<file path="src/sv/assert_macros.svh">
// ----------------------------------------------------------------------------
// Assertion macros
// Shared concurrent assertion helpers clocked on clk_i, disabled in reset.
// ----------------------------------------------------------------------------
`ifndef ASSERT_MACROS_SVH
`define ASSERT_MACROS_SVH

// Checks a property at every rising edge of clk_i outside reset.
`define ASSERT_CLK(label, prop, msg) \
  label: assert property (@(posedge clk_i) disable iff (!rst_ni) (prop)) else $error(msg);

// Checks that a condition implies a consequence in the next cycle.
`define ASSERT_NEXT(label, cond, cons, msg) \
  label: assert property (@(posedge clk_i) disable iff (!rst_ni) (cond) |=> (cons)) \
    else $error(msg);

`endif

</file>
<file path="src/sv/ftm_pkg.sv">
// ----------------------------------------------------------------------------
// Fresnel transfer multiply package
// Shared types, constants and the elaboration-time CORDIC angle function.
// ----------------------------------------------------------------------------
package ftm_pkg;

  localparam int PH_W       = 40;  // phase in turns, Q0.40
  localparam int DIM_W      = 13;  // width and height registers
  localparam int RQ_W       = 26;  // radius register
  localparam int HALF_W     = 20;  // coefficient split for the partial products
  localparam int XY_W       = 32;  // CORDIC x and y, Q30
  localparam int CORDIC_FRAC = 30;
  localparam int CFG_IDX_W  = 3;
  localparam int CFG_DATA_W = 40;

  localparam logic signed [XY_W-1:0] INV_GAIN_Q30 = 32'sh26DD3B6A;
  localparam logic [XY_W-1:0]        ROUND_HALF   = 32'h2000_0000;
  localparam logic [63:0]            INV_TWO_PI_Q64 = 64'h28BE60DB9391054A;

  typedef enum logic [CFG_IDX_W-1:0] {
    REG_WIDTH        = 3'd0,
    REG_HEIGHT       = 3'd1,
    REG_RADIUS_QUAD  = 3'd2,
    REG_PHASE_OFFSET = 3'd3,
    REG_COEFF_X      = 3'd4,
    REG_COEFF_Y      = 3'd5
  } ftm_reg_e;

  // Control that travels alongside each sample through the pipeline.
  typedef struct packed {
    logic       valid;
    logic       masked;
    logic [1:0] quad;
  } ftm_ctrl_t;

  // Restoring division, evaluated only while elaborating constants.
  function automatic logic [63:0] const_udiv(input logic [63:0] num, input logic [63:0] den);
    logic [64:0] rem;
    logic [63:0] quo;
    rem = '0;
    quo = '0;
    for (int b = 63; b >= 0; b--) begin
      rem = {rem[63:0], num[b]};
      if (rem >= {1'b0, den}) begin
        rem = rem - {1'b0, den};
        quo[b] = 1'b1;
      end
    end
    return quo;
  endfunction

  // atan(2^-stage) in turns, Q0.40, from the arctangent series.
  function automatic logic [PH_W-1:0] cordic_angle(input int unsigned stage);
    logic [63:0]  acc;
    logic [63:0]  term;
    logic [127:0] prod;
    logic [63:0]  hi;
    int unsigned  e;
    acc = '0;
    if (stage == 0) begin
      return 40'h20_0000_0000;
    end
    for (int unsigned k = 0; k < 32; k++) begin
      e = stage * (2 * k + 1);
      if (e <= 62) begin
        term = const_udiv(64'd1 << (62 - e), 64'(2 * k + 1));
        if (k[0]) begin
          acc = acc - term;
        end else begin
          acc = acc + term;
        end
      end
    end
    prod = {64'd0, acc} * {64'd0, INV_TWO_PI_Q64};
    hi   = prod[127:64] + 64'd2097152;
    return hi[PH_W+21:22];
  endfunction

endpackage

</file>
<file path="src/sv/ftm_cordic_cell.sv">
// ----------------------------------------------------------------------------
// Fresnel transfer multiply CORDIC cell
// One rotation-mode micro-rotation; the sample rides along to the next cell.
// ----------------------------------------------------------------------------
module ftm_cordic_cell import ftm_pkg::*; #(
  parameter int STAGE = 0,
  parameter int SW    = 24
) (
  input  logic                    clk_i,
  input  logic                    rst_ni,
  input  logic                    en_i,
  input  ftm_ctrl_t               ctrl_i,
  input  logic signed [XY_W-1:0]  x_i,
  input  logic signed [XY_W-1:0]  y_i,
  input  logic signed [PH_W-1:0]  z_i,
  input  logic signed [SW-1:0]    re_i,
  input  logic signed [SW-1:0]    im_i,
  output ftm_ctrl_t               ctrl_o,
  output logic signed [XY_W-1:0]  x_o,
  output logic signed [XY_W-1:0]  y_o,
  output logic signed [PH_W-1:0]  z_o,
  output logic signed [SW-1:0]    re_o,
  output logic signed [SW-1:0]    im_o
);

  localparam logic signed [PH_W-1:0] Angle = cordic_angle(STAGE);

  logic signed [XY_W-1:0] dx, dy;
  logic                   fwd;

  assign dx  = y_i >>> STAGE;
  assign dy  = x_i >>> STAGE;
  assign fwd = !z_i[PH_W-1];

  always_ff @(posedge clk_i or negedge rst_ni) begin
    if (!rst_ni) begin
      ctrl_o <= '0;
    end else if (en_i) begin
      ctrl_o <= ctrl_i;
    end
  end

  always_ff @(posedge clk_i) begin
    if (en_i) begin
      x_o  <= fwd ? x_i - dx : x_i + dx;
      y_o  <= fwd ? y_i + dy : y_i - dy;
      z_o  <= fwd ? z_i - Angle : z_i + Angle;
      re_o <= re_i;
      im_o <= im_i;
    end
  end

endmodule

</file>
<file path="config.mk">
export PLATFORM = sky130hd
export DESIGN_NAME = ftm_cordic_cell
export DESIGN_NICKNAME = d
export VERILOG_FILES = /design/src/sv/assert_macros.svh /design/src/sv/ftm_pkg.sv /design/src/sv/ftm_cordic_cell.sv
export SDC_FILE = /design/constraint.sdc
export NUM_CORES = 1
export LEC_CHECK = 0
export CORE_AREA = 2 2 102 178
export DETAILED_ROUTE_END_ITERATION = 10
export DIE_AREA = 0 0 104 180
export DONT_BUFFER_PORTS = 1
export PLACE_DENSITY_LB_ADDON = 0.2
export SYNTH_ARGS = -nofsm -noshare
export SYNTH_HDL_FRONTEND = slang
export SYNTH_SLANG_ARGS = --single-unit
</file>
<file path="constraint.sdc">
create_clock -name clk_i -period 1.6 [get_ports clk_i]
set_input_delay 0.16 -clock clk_i [delete_from_list [all_inputs] [get_ports clk_i]]
set_output_delay 0.16 -clock clk_i [all_outputs]
set_load 0.02 [all_outputs]
</file>
==> results of run 1 <==
-- Yosys cell counts (all sizes together), types with 12 or more instances --
cell    number  area (um2)
clkbuf      19        71.3
nor2b       12        75.1
inv         98         368
nand3       17        85.1
xnor2       48         420
a21o        21         158
nand2       43         161
buf         24         129
edfxtp     151        4530
nor3        19         100
a21oi       92         464
ha         102        1280
nand4       14        87.6
a211oi      14         110
nor2        69         267
o21bai      18         135
mux2i       22         220
o21ai       64         320
-- metal layers --
| layer | global-route usage (%) | GRT overflow |
|---|---|---|
| met1 | 65.2 | 0 |
| met2 | 92.2 | 15 |
| met3 | 46.0 | 0 |
| met4 | 76.2 | 15 |
| met5 | 2.38 | 0 |
-- kinds of logic after synthesis --
family / share of synthesized area (%)
muxes: 2.73
AOI/OAI and AO/OA: 20.0
and+or+nand+nor: 10.2
buffers and inverters: 5.54
adders and majority gates: 12.7
xor gates and xnor gates: 4.74
DFF: 44.0
-- per-stage QoR --
stage	cell area (um2)	hold slack, ns	std cells
CTS	15300	-0.171	1601
detailed placement	12900	-0.136	1449
global placement	12900	-0.136	1449
floorplan	11000	-0.136	1014
-- repair_timing --
item | in CTS
endpoints found under the hold margin | 249
setup endpoints to repair | 48
setup buffers | 25
hold buffers | 98
resized for setup | 118
pin swaps | 59
==> impl_metrics.json, run 1 <==
{
  "status": "aborted with a tool error",
  "lastStage": "global routing",
  "toolErrorMsg": "[ERROR GRT-0232] Routing congestion too high. Check the congestion heatmap in the GUI.",
  "clk_path_buf_depth": 2,
  "track_usage_pct": 68.8,
  "antenna_found_initial": 4,
  "synthDistinctLibCells": 86,
  "ios": 315,
  "numCtsBuffers": 17,
  "gp_congestion": 1.02,
  "grt_max_degree": 156,
  "syn_nets": 1278,
  "die_h_um": 180,
  "cts_num_sinks": 155,
  "yosys_warnings": 0,
  "syn_avg_cell_area_um2": 10.4,
  "dpl_worst_slack_ns": -1.04,
  "grt.overflow.total": 30,
  "start_util_pct": 60.8,
  "die_w_um": 104,
  "worst_endpoint": "x_o[28]$_DFFE_PP_/D",
  "synth_area_um2": 10500,
  "ys_ff_latch": 155,
  "num_rows": 64,
  "ys.flop_type": "edfxtp_1",
  "synthArstFlopShare_pct": 2.58,
  "synth_seq_area_share_pct": 44.0,
  "worstEndpointType": "register input",
  "io_buffers": 0,
  "synth_cells": 1014,
  "cts_max_level": 4,
  "dp_hpwl_um": 26800,
  "synth_edf_count": 151,
  "cts-root-buf": "clkbuf_16"
}
==> run 2, diff against run 1 <==
Settings changed: CORE_AREA 2 2 102 178 to 2 2 166 168, DIE_AREA 0 0 104 180 to 0 0 168 170, PLACE_DENSITY_LB_ADDON 0.2 to 0.15.
==> impl_metrics.json, run 2 <==
{
  "cap_viol_max_count": 0,
  "fin_hold_ws_ns": -0.151,
  "status": "finished, violations left",
  "critical_path_class": "primary input to register",
  "synthToLayoutAreaGrowth_pct": 50.2,
  "cp-end-kind": "register",
  "rsz0062_at_grt": "true",
  "die_h_um": 170,
  "synthArstFlopShare_pct": 2.58,
  "r2r_start": "ctrl_o[2]",
  "crit_path_start_kind": "primary input",
  "synth_cells": 1014,
  "critPathTopFamily": "compound AO/OA/AOI/OAI gates",
  "yosysTopAreaCell": "edfxtp_1",
  "cp.arrival_ns": 2.32,
  "synthDistinctLibCells": 86,
  "diodes": 0,
  "ys_top_cells_by_count": "151 x edfxtp_1, 102 x ha_1, 96 x inv_1",
  "setup_slack_ns": -0.544,
  "worst_pin_slew_ns": 0.483,
  "wl_um": 36700,
  "drtAntennaViolNets": 0,
  "cts_num_sinks": 155,
  "slew_viol_final": 0,
  "drive_gt1_share_pct": 37.4,
  "min_path_type": "primary input to register",
  "r2r_end": "ctrl_o[2]",
  "syn_avg_cell_area_um2": 10.4,
  "cts_max_level": 4,
  "regMostFlops": "z_o",
  "synth_area_um2": 10500,
  "startpoint": "x_i[1]",
  "min_delay_path_depth": 0,
  "fmax_mhz": 466,
  "syn_nets": 1278,
  "synth_seq_area_share_pct": 44.0,
  "fin_crit_ns": 2.14,
  "grt_max_degree": 156,
  "setup_viol": 48,
  "yosysMostFrequentCell": "edfxtp_1",
  "post-route-drc-count": 0,
  "placedCellCount": 1598,
  "ios": 315,
  "gp_congestion": 0.898,
  "worst_skew_pair.late_latency_ns": 0.42,
  "period_share_pct": 134,
  "postCtsHoldBufs": 99,
  "clk_path_buf_depth": 2,
  "instances_no_fill": 1741,
  "worst-path-max-fanout": 5,
  "cts_tree": "built",
  "grt_pass1_wl_um": 54700,
  "vias": 9275,
  "post_drt_wl_per_cell_um": 21.1,
  "largestRegisters": "z_o: 40 flops, x_o: 32 flops, y_o: 31 flops",
  "synth_edf_count": 151,
  "io_buffers": 0,
  "start_util_pct": 39.5,
  "r2r_slack_ns": 0.15,
  "ys_ff_latch": 155,
  "synth.top_cell.area_share_pct": 43.1,
  "leakage_nw": 6.60,
  "dieArea_um2": 28600,
  "grt.overflow.total": 0,
  "worst-path-buf-inv": 2,
  "mostFrequentLayoutCells": "272 x buf_4, 151 x edfxtp_1, 99 x dlygate4sd3_1",
  "layout.nets": 1651,
  "first_pass_iters": 6,
  "reg2reg_depth": 2,
  "cts-root-buf": "clkbuf_16",
  "track_usage_pct": 25.1,
  "fin_util_pct": 59.3,
  "vias_per_cell": 5.33,
  "slowest_delay_ns": 0.35,
  "yosys_warnings": 0,
  "min_from": "en_i",
  "fill_cells": 2220,
  "num_rows": 60,
  "die_w_um": 168,
  "p_total_mw": 14.3,
  "numCtsBuffers": 17,
  "clk_pin_slew_worst_paths_ns": 0.07,
  "grt_pass1_vias": 9337,
  "antenna_found_initial": 0,
  "setup_tns_ns": -16.98,
  "largest_register_ffs": 40,
  "peakVddDrop_mv": 0.610,
  "dp_hpwl_um": 27600,
  "min_to": "y_o[12]",
  "skew_ns": 0,
  "drtIter0Drc": 629,
  "core_um2": 26700,
  "ys.flop_type": "edfxtp_1",
  "final_common_cell": "buf_4",
  "path_cells": "clkinvlp_4 > ha_4 > nor2b_4 > o31a_1 > buf_4 > o211ai_1 > a31oi_2 > or2_4 > a211o_1 > o21ai_2 > xnor2_1",
  "max-slew-margin-rel_pct": 67.8,
  "power_density_nw_per_um2": 905,
  "required_ns": 1.78,
  "synthTopCellsByArea": "edfxtp_1 43%, ha_1 12%, a21oi_1 4.3%",
  "violations": "negative hold slack, negative setup slack",
  "cpMaxStageDelayCell": "or2_4",
  "hold_viol": 32
}
## run 2: cell counts after synthesis
Identical to the previous run, type by type.
## run 2: metal layers
| metal | wire [um] | up-vias | global-route usage [%] |
|---|---|---|---|
| met5 | 0 | - | 0 |
| met4 | 927 | 0 | 8.09 |
| met3 | 2250 | 42 | 4.74 |
| met2 | 17800 | 335 | 42.7 |
| met1 | 15700 | 4459 | 32.5 |
| li1 | - | 4439 | - |
## run 2: worst max-delay path by stage
| stage | end | cells after the start |
|---|---|---|
| global placement | x_o[28] | 11 |
| global route | x_o[26] | 10 |
| detailed placement | x_o[26] | 12 |
| finish | y_o[28] | 11 |
| CTS | x_o[26] | 10 |
| floorplan | x_o[26] | 10 |
## run 2: report_power, final
part	switching, mW	leakage (nW)	internal [mW]
combinational	2.04	4.78	2.14
clock	2.04	0.292	2.11
sequential	0.875	1.52	5.10
## run 2: cell families (layout without fill, tap and decap cells)
| family | after synthesis | count (layout) | share of synthesized area [%] |
|---|---|---|---|
| and+or+nand+nor | 218 | 218 | 10.2 |
| AOI/OAI and AO/OA | 306 | 306 | 20.0 |
| buffers and inverters | 145 | 531 | 5.54 |
| DFF | 155 | 155 | 44.0 |
| adders and majority gates | 105 | 105 | 12.7 |
| muxes | 28 | 28 | 2.73 |
| xor gates and xnor gates | 57 | 57 | 4.74 |
## run 2: area by class of cell
class	count	area [um2]	share of cell area [%]
Clock inverter	15	168	1.06
Clock buffer	17	425	2.69
Multi-Input combinational cell	714	6380	40.3
Tap cell	341	427	2.70
Sequential cell	155	4630	29.3
Inverter	102	413	2.61
Timing Repair Buffer	397	3360	21.3
## run 2: per-stage QoR
stage / instance area (um2) / worst slack (ns)
after global placement: 13400 / -1.08
after global routing: 15800 / -0.640
after detailed placement: 13400 / -1.03
after CTS: 15600 / -0.507
final: 15800 / -0.544
after floorplan: 11000 / -0.751
## run 2: timing repair
action,4_1_cts,5_1_grt
gates resized for setup,109,39
hold endpoints to repair,247,131
buffers inserted,14,4
setup endpoints to repair,46,51
pin swaps,63,40
(Power assumes the default switching activity.)
