[config.mk]
export PLATFORM = sky130hd
export DESIGN_NAME = ftm_front
export DESIGN_NICKNAME = d
export VERILOG_FILES = /design/src/sv/assert_macros.svh /design/src/sv/ftm_pkg.sv /design/src/sv/ftm_front.sv
export SDC_FILE = /design/constraint.sdc
export NUM_CORES = 2
export LEC_CHECK = 0
export BUFFER_PORTS_ARGS = -buffer_cell sky130_fd_sc_hd__buf_2
export CORE_ASPECT_RATIO = 1.2
export CORE_MARGIN = 2
export CORE_UTILIZATION = 55
export CTS_CLUSTER_DIAMETER = 120
export DETAILED_ROUTE_END_ITERATION = 8
export HOLD_SLACK_MARGIN = 0.06
export PLACE_DENSITY = 0.79
export SYNTH_ARGS = -nofsm -noshare
export SYNTH_HDL_FRONTEND = slang
export SYNTH_SLANG_ARGS = --single-unit
[constraint.sdc]
create_clock -name clk_i -period 8.45 [get_ports clk_i]
set_input_delay 1.69 -clock clk_i [delete_from_list [all_inputs] [get_ports clk_i]]
set_output_delay 1.69 -clock clk_i [all_outputs]
set_load 0.1 [all_outputs]
[src/sv/assert_macros.svh]
// ----------------------------------------------------------------------------
// Assertion macros
// Shared concurrent assertion helpers clocked on clk_i, disabled in reset.
// ----------------------------------------------------------------------------
`ifndef ASSERT_MACROS_SVH
`define ASSERT_MACROS_SVH

// Checks a property at every rising edge of clk_i outside reset.
`define ASSERT_CLK(label, prop, msg) \
  label: assert property (@(posedge clk_i) disable iff (!rst_ni) (prop)) else $error(msg);

// Checks that a condition implies a consequence in the next cycle.
`define ASSERT_NEXT(label, cond, cons, msg) \
  label: assert property (@(posedge clk_i) disable iff (!rst_ni) (cond) |=> (cons)) \
    else $error(msg);

`endif

[src/sv/ftm_pkg.sv]
// ----------------------------------------------------------------------------
// Fresnel transfer multiply package
// Shared types, constants and the elaboration-time CORDIC angle function.
// ----------------------------------------------------------------------------
package ftm_pkg;

  localparam int PH_W       = 40;  // phase in turns, Q0.40
  localparam int DIM_W      = 13;  // width and height registers
  localparam int RQ_W       = 26;  // radius register
  localparam int HALF_W     = 20;  // coefficient split for the partial products
  localparam int XY_W       = 32;  // CORDIC x and y, Q30
  localparam int CORDIC_FRAC = 30;
  localparam int CFG_IDX_W  = 3;
  localparam int CFG_DATA_W = 40;

  localparam logic signed [XY_W-1:0] INV_GAIN_Q30 = 32'sh26DD3B6A;
  localparam logic [XY_W-1:0]        ROUND_HALF   = 32'h2000_0000;
  localparam logic [63:0]            INV_TWO_PI_Q64 = 64'h28BE60DB9391054A;

  typedef enum logic [CFG_IDX_W-1:0] {
    REG_WIDTH        = 3'd0,
    REG_HEIGHT       = 3'd1,
    REG_RADIUS_QUAD  = 3'd2,
    REG_PHASE_OFFSET = 3'd3,
    REG_COEFF_X      = 3'd4,
    REG_COEFF_Y      = 3'd5
  } ftm_reg_e;

  // Control that travels alongside each sample through the pipeline.
  typedef struct packed {
    logic       valid;
    logic       masked;
    logic [1:0] quad;
  } ftm_ctrl_t;

  // Restoring division, evaluated only while elaborating constants.
  function automatic logic [63:0] const_udiv(input logic [63:0] num, input logic [63:0] den);
    logic [64:0] rem;
    logic [63:0] quo;
    rem = '0;
    quo = '0;
    for (int b = 63; b >= 0; b--) begin
      rem = {rem[63:0], num[b]};
      if (rem >= {1'b0, den}) begin
        rem = rem - {1'b0, den};
        quo[b] = 1'b1;
      end
    end
    return quo;
  endfunction

  // atan(2^-stage) in turns, Q0.40, from the arctangent series.
  function automatic logic [PH_W-1:0] cordic_angle(input int unsigned stage);
    logic [63:0]  acc;
    logic [63:0]  term;
    logic [127:0] prod;
    logic [63:0]  hi;
    int unsigned  e;
    acc = '0;
    if (stage == 0) begin
      return 40'h20_0000_0000;
    end
    for (int unsigned k = 0; k < 32; k++) begin
      e = stage * (2 * k + 1);
      if (e <= 62) begin
        term = const_udiv(64'd1 << (62 - e), 64'(2 * k + 1));
        if (k[0]) begin
          acc = acc - term;
        end else begin
          acc = acc + term;
        end
      end
    end
    prod = {64'd0, acc} * {64'd0, INV_TWO_PI_Q64};
    hi   = prod[127:64] + 64'd2097152;
    return hi[PH_W+21:22];
  endfunction

endpackage

[src/sv/ftm_front.sv]
// ----------------------------------------------------------------------------
// Fresnel transfer multiply front end
// Forms the offsets, their squares, the stop decision and the phase.
// ----------------------------------------------------------------------------
module ftm_front import ftm_pkg::*; #(
  parameter int CW = 12,
  parameter int SW = 24
) (
  input  logic                    clk_i,
  input  logic                    rst_ni,
  input  logic                    en_i,
  input  logic                    valid_i,
  input  logic signed [SW-1:0]    re_i,
  input  logic signed [SW-1:0]    im_i,
  input  logic [CW-1:0]           col_i,
  input  logic [CW-1:0]           row_i,
  input  logic [DIM_W-1:0]        width_i,
  input  logic [DIM_W-1:0]        height_i,
  input  logic [RQ_W-1:0]         radius_i,
  input  logic [PH_W-1:0]         offset_i,
  input  logic [PH_W-1:0]         coeff_x_i,
  input  logic [PH_W-1:0]         coeff_y_i,
  output ftm_ctrl_t               ctrl_o,
  output logic signed [PH_W-1:0]  z_o,
  output logic signed [SW-1:0]    re_o,
  output logic signed [SW-1:0]    im_o
);

  localparam int OW   = ((CW + 1 > DIM_W) ? CW + 1 : DIM_W) + 1;
  localparam int SQW  = 2 * OW - 1;
  localparam int CMPW = (SQW + 1 > RQ_W) ? SQW + 1 : RQ_W;
  localparam int PPW  = HALF_W + SQW;
  localparam int NST  = 5;

  logic [NST-1:0]     v_q;
  logic signed [SW-1:0] re_q [NST];
  logic signed [SW-1:0] im_q [NST];

  logic signed [OW-1:0]   ox_d, oy_d, ox_q, oy_q;
  logic signed [2*OW-1:0] sqx_full, sqy_full;
  logic [SQW-1:0]         sqx_q, sqy_q;
  logic [SQW:0]           sq_sum;
  logic                   mask_d, mask2_q, mask3_q, mask4_q;
  logic [PPW-1:0]         pxl_d, pxh_full, pyl_d, pyh_full;
  logic [PPW-1:0]         pxl_q, pyl_q;
  logic [HALF_W-1:0]      pxh_q, pyh_q;
  logic [PH_W-1:0]        px_q, py_q, ph_q;
  logic [1:0]             quad;

  assign ox_d = OW'($signed({1'b0, col_i, 1'b0})) - OW'($signed({1'b0, width_i}));
  assign oy_d = OW'($signed({1'b0, row_i, 1'b0})) - OW'($signed({1'b0, height_i}));

  assign sqx_full = ox_q * ox_q;
  assign sqy_full = oy_q * oy_q;

  assign sq_sum = {1'b0, sqx_q} + {1'b0, sqy_q};
  assign mask_d = CMPW'(sq_sum) < CMPW'(radius_i);

  // Only the low 40 bits of coefficient times square matter, so the upper
  // half of the coefficient needs only the low HALF_W bits of its product.
  assign pxl_d    = PPW'(coeff_x_i[HALF_W-1:0]) * PPW'(sqx_q);
  assign pxh_full = PPW'(coeff_x_i[PH_W-1:HALF_W]) * PPW'(sqx_q);
  assign pyl_d    = PPW'(coeff_y_i[HALF_W-1:0]) * PPW'(sqy_q);
  assign pyh_full = PPW'(coeff_y_i[PH_W-1:HALF_W]) * PPW'(sqy_q);

  always_ff @(posedge clk_i or negedge rst_ni) begin
    if (!rst_ni) begin
      v_q <= '0;
    end else if (en_i) begin
      v_q <= {v_q[NST-2:0], valid_i};
    end
  end

  always_ff @(posedge clk_i) begin
    if (en_i) begin
      re_q[0] <= re_i;
      im_q[0] <= im_i;
      for (int i = 1; i < NST; i++) begin
        re_q[i] <= re_q[i-1];
        im_q[i] <= im_q[i-1];
      end
      ox_q    <= ox_d;
      oy_q    <= oy_d;
      sqx_q   <= sqx_full[SQW-1:0];
      sqy_q   <= sqy_full[SQW-1:0];
      mask2_q <= mask_d;
      pxl_q   <= pxl_d;
      pyl_q   <= pyl_d;
      pxh_q   <= pxh_full[HALF_W-1:0];
      pyh_q   <= pyh_full[HALF_W-1:0];
      mask3_q <= mask2_q;
      px_q    <= PH_W'(pxl_q) + {pxh_q, {(PH_W-HALF_W){1'b0}}};
      py_q    <= PH_W'(pyl_q) + {pyh_q, {(PH_W-HALF_W){1'b0}}};
      mask4_q <= mask3_q;
      ph_q    <= offset_i - px_q - py_q;
    end
  end

  // Quadrant by rounding to the nearest quarter turn; the residual stays
  // within an eighth of a turn.
  assign quad = ph_q[PH_W-1:PH_W-2] + {1'b0, ph_q[PH_W-3]};
  assign z_o  = {ph_q[PH_W-1:PH_W-2] - quad, ph_q[PH_W-3:0]};

  assign ctrl_o = '{valid: v_q[NST-1], masked: mask4_q, quad: quad};
  assign re_o   = re_q[NST-1];
  assign im_o   = im_q[NST-1];

endmodule

==> results list <==
* Num CTS Buffers: around 60
* Final instance area: ~0.086 mm²
- Ys flop type: edfxtp_1
* I/O pin count: 340
* Final routed wire length divided by cell count: slightly below 20 µm
- Count of yosys warnings during synthesis: 0
- In the post-synthesis netlist, the biggest area contributors are fa_1 (37%), edfxtp_1 (21%), ha_1 (10%).
* Clock sinks: between 500 and 600
* Critical path capture point type: register
* Pin count of the biggest net entering global routing: 195
- EDFF count, synth: roughly 560
* Fraction of layout cells with a size suffix above 1: 0.0823
* Detail-routed via count per cell: roughly 5.4
- After synthesis the cells add up to between 0.08 and 0.09 mm².
- The final layout contains routed wiring with a total length of roughly 200 mm.
- Floorplan core area: around 0.15 mm²
- Global-route wire length before repair: approximately 320 mm
* Sequential share of the synthesized area: 0.212
* Largest fanout of any net on the critical path: 15
- Leaving out fill and tap cells, the most frequent cells in the layout are inv_1 (1,788), fa_1 (1,471), nand2_1 (888).
- Synthesis produced between 7k and 8k cells.
* Grt ovf: 0
- The placed instances occupy a cell area of ~0.084 mm².
- FF-to-FF setup slack: approximately 0.56 ns
- Yosys mapped the design onto 75 distinct sky130hd cell types.
* CTS-repair resized insts: 0
- Timing-limited maximum frequency: ~0.13 GHz
* GRT Total Usage: 0.275
- Class of the tightest hold or removal check: register to register
- After the first detailed-routing iteration, the DRC count stood at between 3k and 4k.
- Width of the chip: 353 µm
* Top cell type's share of synthesized area: 0.366
- For the finished layout, the period the worst path requires is 7.98 ns.
- After detailed routing, the number of remaining DRC violations is 0.
- The worst register-to-register path begins at sqy_q[16].
- CTS tree: built
- Along the worst hold path, the cell count comes to 0.
- The count of final max-slew check failures was 0.
- In this run the critical register-to-register path is captured at pyl_q[39].
* Insertion delay to the later sink of the worst-skew pair: ~0.70 ns
- Final Hold Fails: 0
- The number of antenna violations at the first check in global routing is 19.
- Final setup vio count: 0
* Reg2reg path depth: 24
* Vias post-DR: 54.9k
* Clock slew at reported path FFs: 0.06 ns
* Router iterations before antenna repair: 6
- Setup CP Type: input pin to register
- Across the routed clock network, the largest skew measured is 0.0413 ns.
- Count of antenna-violating nets left after detailed routing: 0
* Avg Synthesized Cell Area: a little over 10 µm²
- Actual slew at the worst max-slew pin: 1.33 ns
- Std cell rows: ~150
* Unrepaired setup endpoints after global routing: no
- Final HPWL from detailed placement: about 160 mm
- Count of buffers inserted at the top-level ports: 339
- Post CTS Setup Buffer Count: 0
- Hold path start: re_q[0][73]
- Number of buffers between clock root and the deepest sink: 3
- Data on the critical path is required at its endpoint by approximately 9 ns.
* Data arrival time at the worst-slack endpoint: between 8 and 9 ns
- In the finished design, the share of the clock period the worst path needs comes to 0.945.
- The root buffer cell chosen for the clock tree is clkbuf_16.
* Crit path launch type: input pin
- The synthesized design spends more area on one cell type than any other, namely fa_1.
- Worst-case headroom to the max-slew limit: 0.115
- The library cell used most frequently in the layout, excluding fill and tap cells, is inv_1.
* Max H-tree Level: 2
- Via count of the first global-routing pass: about 61k
* Starting density of the core: 0.554
* CTS Hold Buffers Added: 0
- Post-layout nets: about 10k
- The die is about 420 µm tall.
- After synthesis the netlist holds a flip-flop and latch count of 568.
- The flow ran to the end, and the final reports show no timing, DRC or antenna violations.
- Area Growth Syn to Fin: 7.45%
- The tool flagged a number of max-cap violations equal to 0.
- Routability-driven placement congestion ratio: between 0.9 and 1
- For this run, asynchronously set or reset flops after synthesis account for 0.00880.
- Die Outline Area: ~0.15 mm²
* Min-Delay Endpoint: re_q[0][97]
## final cells by class
type	count	area (µm²)
fillers	11809	58700
multi-input cells	5187	55100
flip-flops and latches	568	17000
inverters	1789	6720
repair buffers	519	3100
well taps	1937	2420
clock buffers	66	1500
clock inverters	45	484
diodes	12	30.0
## layer usage
layer  track usage  part of all wire
met4         0.140             0.060
met5             0           0.00060
met1         0.327              0.37
met3        0.0391             0.071
met2         0.485              0.50
## critical path, stage by stage
cell and delay (ns):
buf_2 0.19, buf_4 0.26, nand2_1 0.11, fa_1 0.58
fa_1 0.46, fa_1 0.54, inv_1 0.05, fa_1 0.55
fa_1 0.43, fa_1 0.49, inv_1 0.05, fa_1 0.48
inv_1 0.05, ha_1 0.30, a211oi_1 0.29, nor2_1 0.10
o211ai_1 0.18, a21oi_1 0.11, a2111oi_2 0.43, o21ai_1 0.17
o211ai_1 0.18, nand4_1 0.17, a31o_2 0.26, a21oi_1 0.18
xnor2_1 0.09
## sequential cells by signal, summed over array words and instances (netlist names), 5 cells and up
register,cells
oy_q,14
sqy_q,26
sqx_q,26
ph_q,40
pyl_q,40
pxl_q,40
ox_q,14
pxh_q,20
v_q,5
re_q,120
im_q,120
py_q,40
pyh_q,20
px_q,40
## worst max path at each step
stage               slack (ns)           from        end  depth (start not counted)
CTS                       0.54   coeff_y_i[5]  pyl_q[39]                         25
global placement         -0.14   coeff_y_i[2]  pyl_q[39]                         28
detailed placement       -0.19   coeff_y_i[5]  pyl_q[39]                         25
floorplan                 0.28  coeff_x_i[11]  pxl_q[39]                         25
global route              0.11   coeff_x_i[2]  pxl_q[39]                         26
finish                    0.47   coeff_y_i[5]  pyl_q[39]                         25
## synthesized netlist by cell type, types with 8 or more instances
library cell  instances
fa_1               1471
a21oi_1             186
mux2_2                8
a21boi_0             18
or3_1                14
a21o_1               91
and2_1              761
xor2_1               82
nand2b_1             49
o21bai_1             24
a211oi_1             17
clkbuf_1            268
o21a_1               34
nor2_1              171
a31oi_1              12
xnor2_1             289
nand2_1             888
nor2b_1              42
o31ai_1               8
o21ai_0             101
edfxtp_1            563
ha_1                655
nor3_1               40
o211ai_1             15
a31o_2                8
nand3_1              37
and3_1               21
nand4_1              11
or2_2                13
buf_4                88
inv_1              1788
## stage by stage
step | hold WS [ns] | util | setup slack (ns) | instances | setup TNS, ns
6_report | 0.413 | 0.596 | 0.466 | 10123 | 0
5_1_grt | 0.414 | 0.596 | 0.110 | 10118 | 0
4_1_cts | 0.403 | 0.595 | 0.537 | 10111 | 0
3_5_place_dp | 0.405 | 0.582 | -0.191 | 10000 | -0.441
3_3_place_gp | 0.401 | 0.582 | -0.140 | 10000 | -0.140
2_1_floorplan | 0.400 | - | 0.284 | 7900 | 0
## logic make-up after synthesis
group / count (synthesis) / synth area share
buffers and inverters: 2145 / 0.104
adder cells (fa/ha/maj): 2126 / 0.468
AND/OR/NAND/NOR: 2062 / 0.126
AO/OA/AOI/OAI: 586 / 0.0480
flip-flops: 568 / 0.212
XOR/XNOR: 371 / 0.0404
multiplexers: 8 / 0.00112
other: 2 / 0.0000934
Power is left out: the tool's default activity adds up to more than one toggle a clock period on the data nets, which glitch-free logic cannot reach.
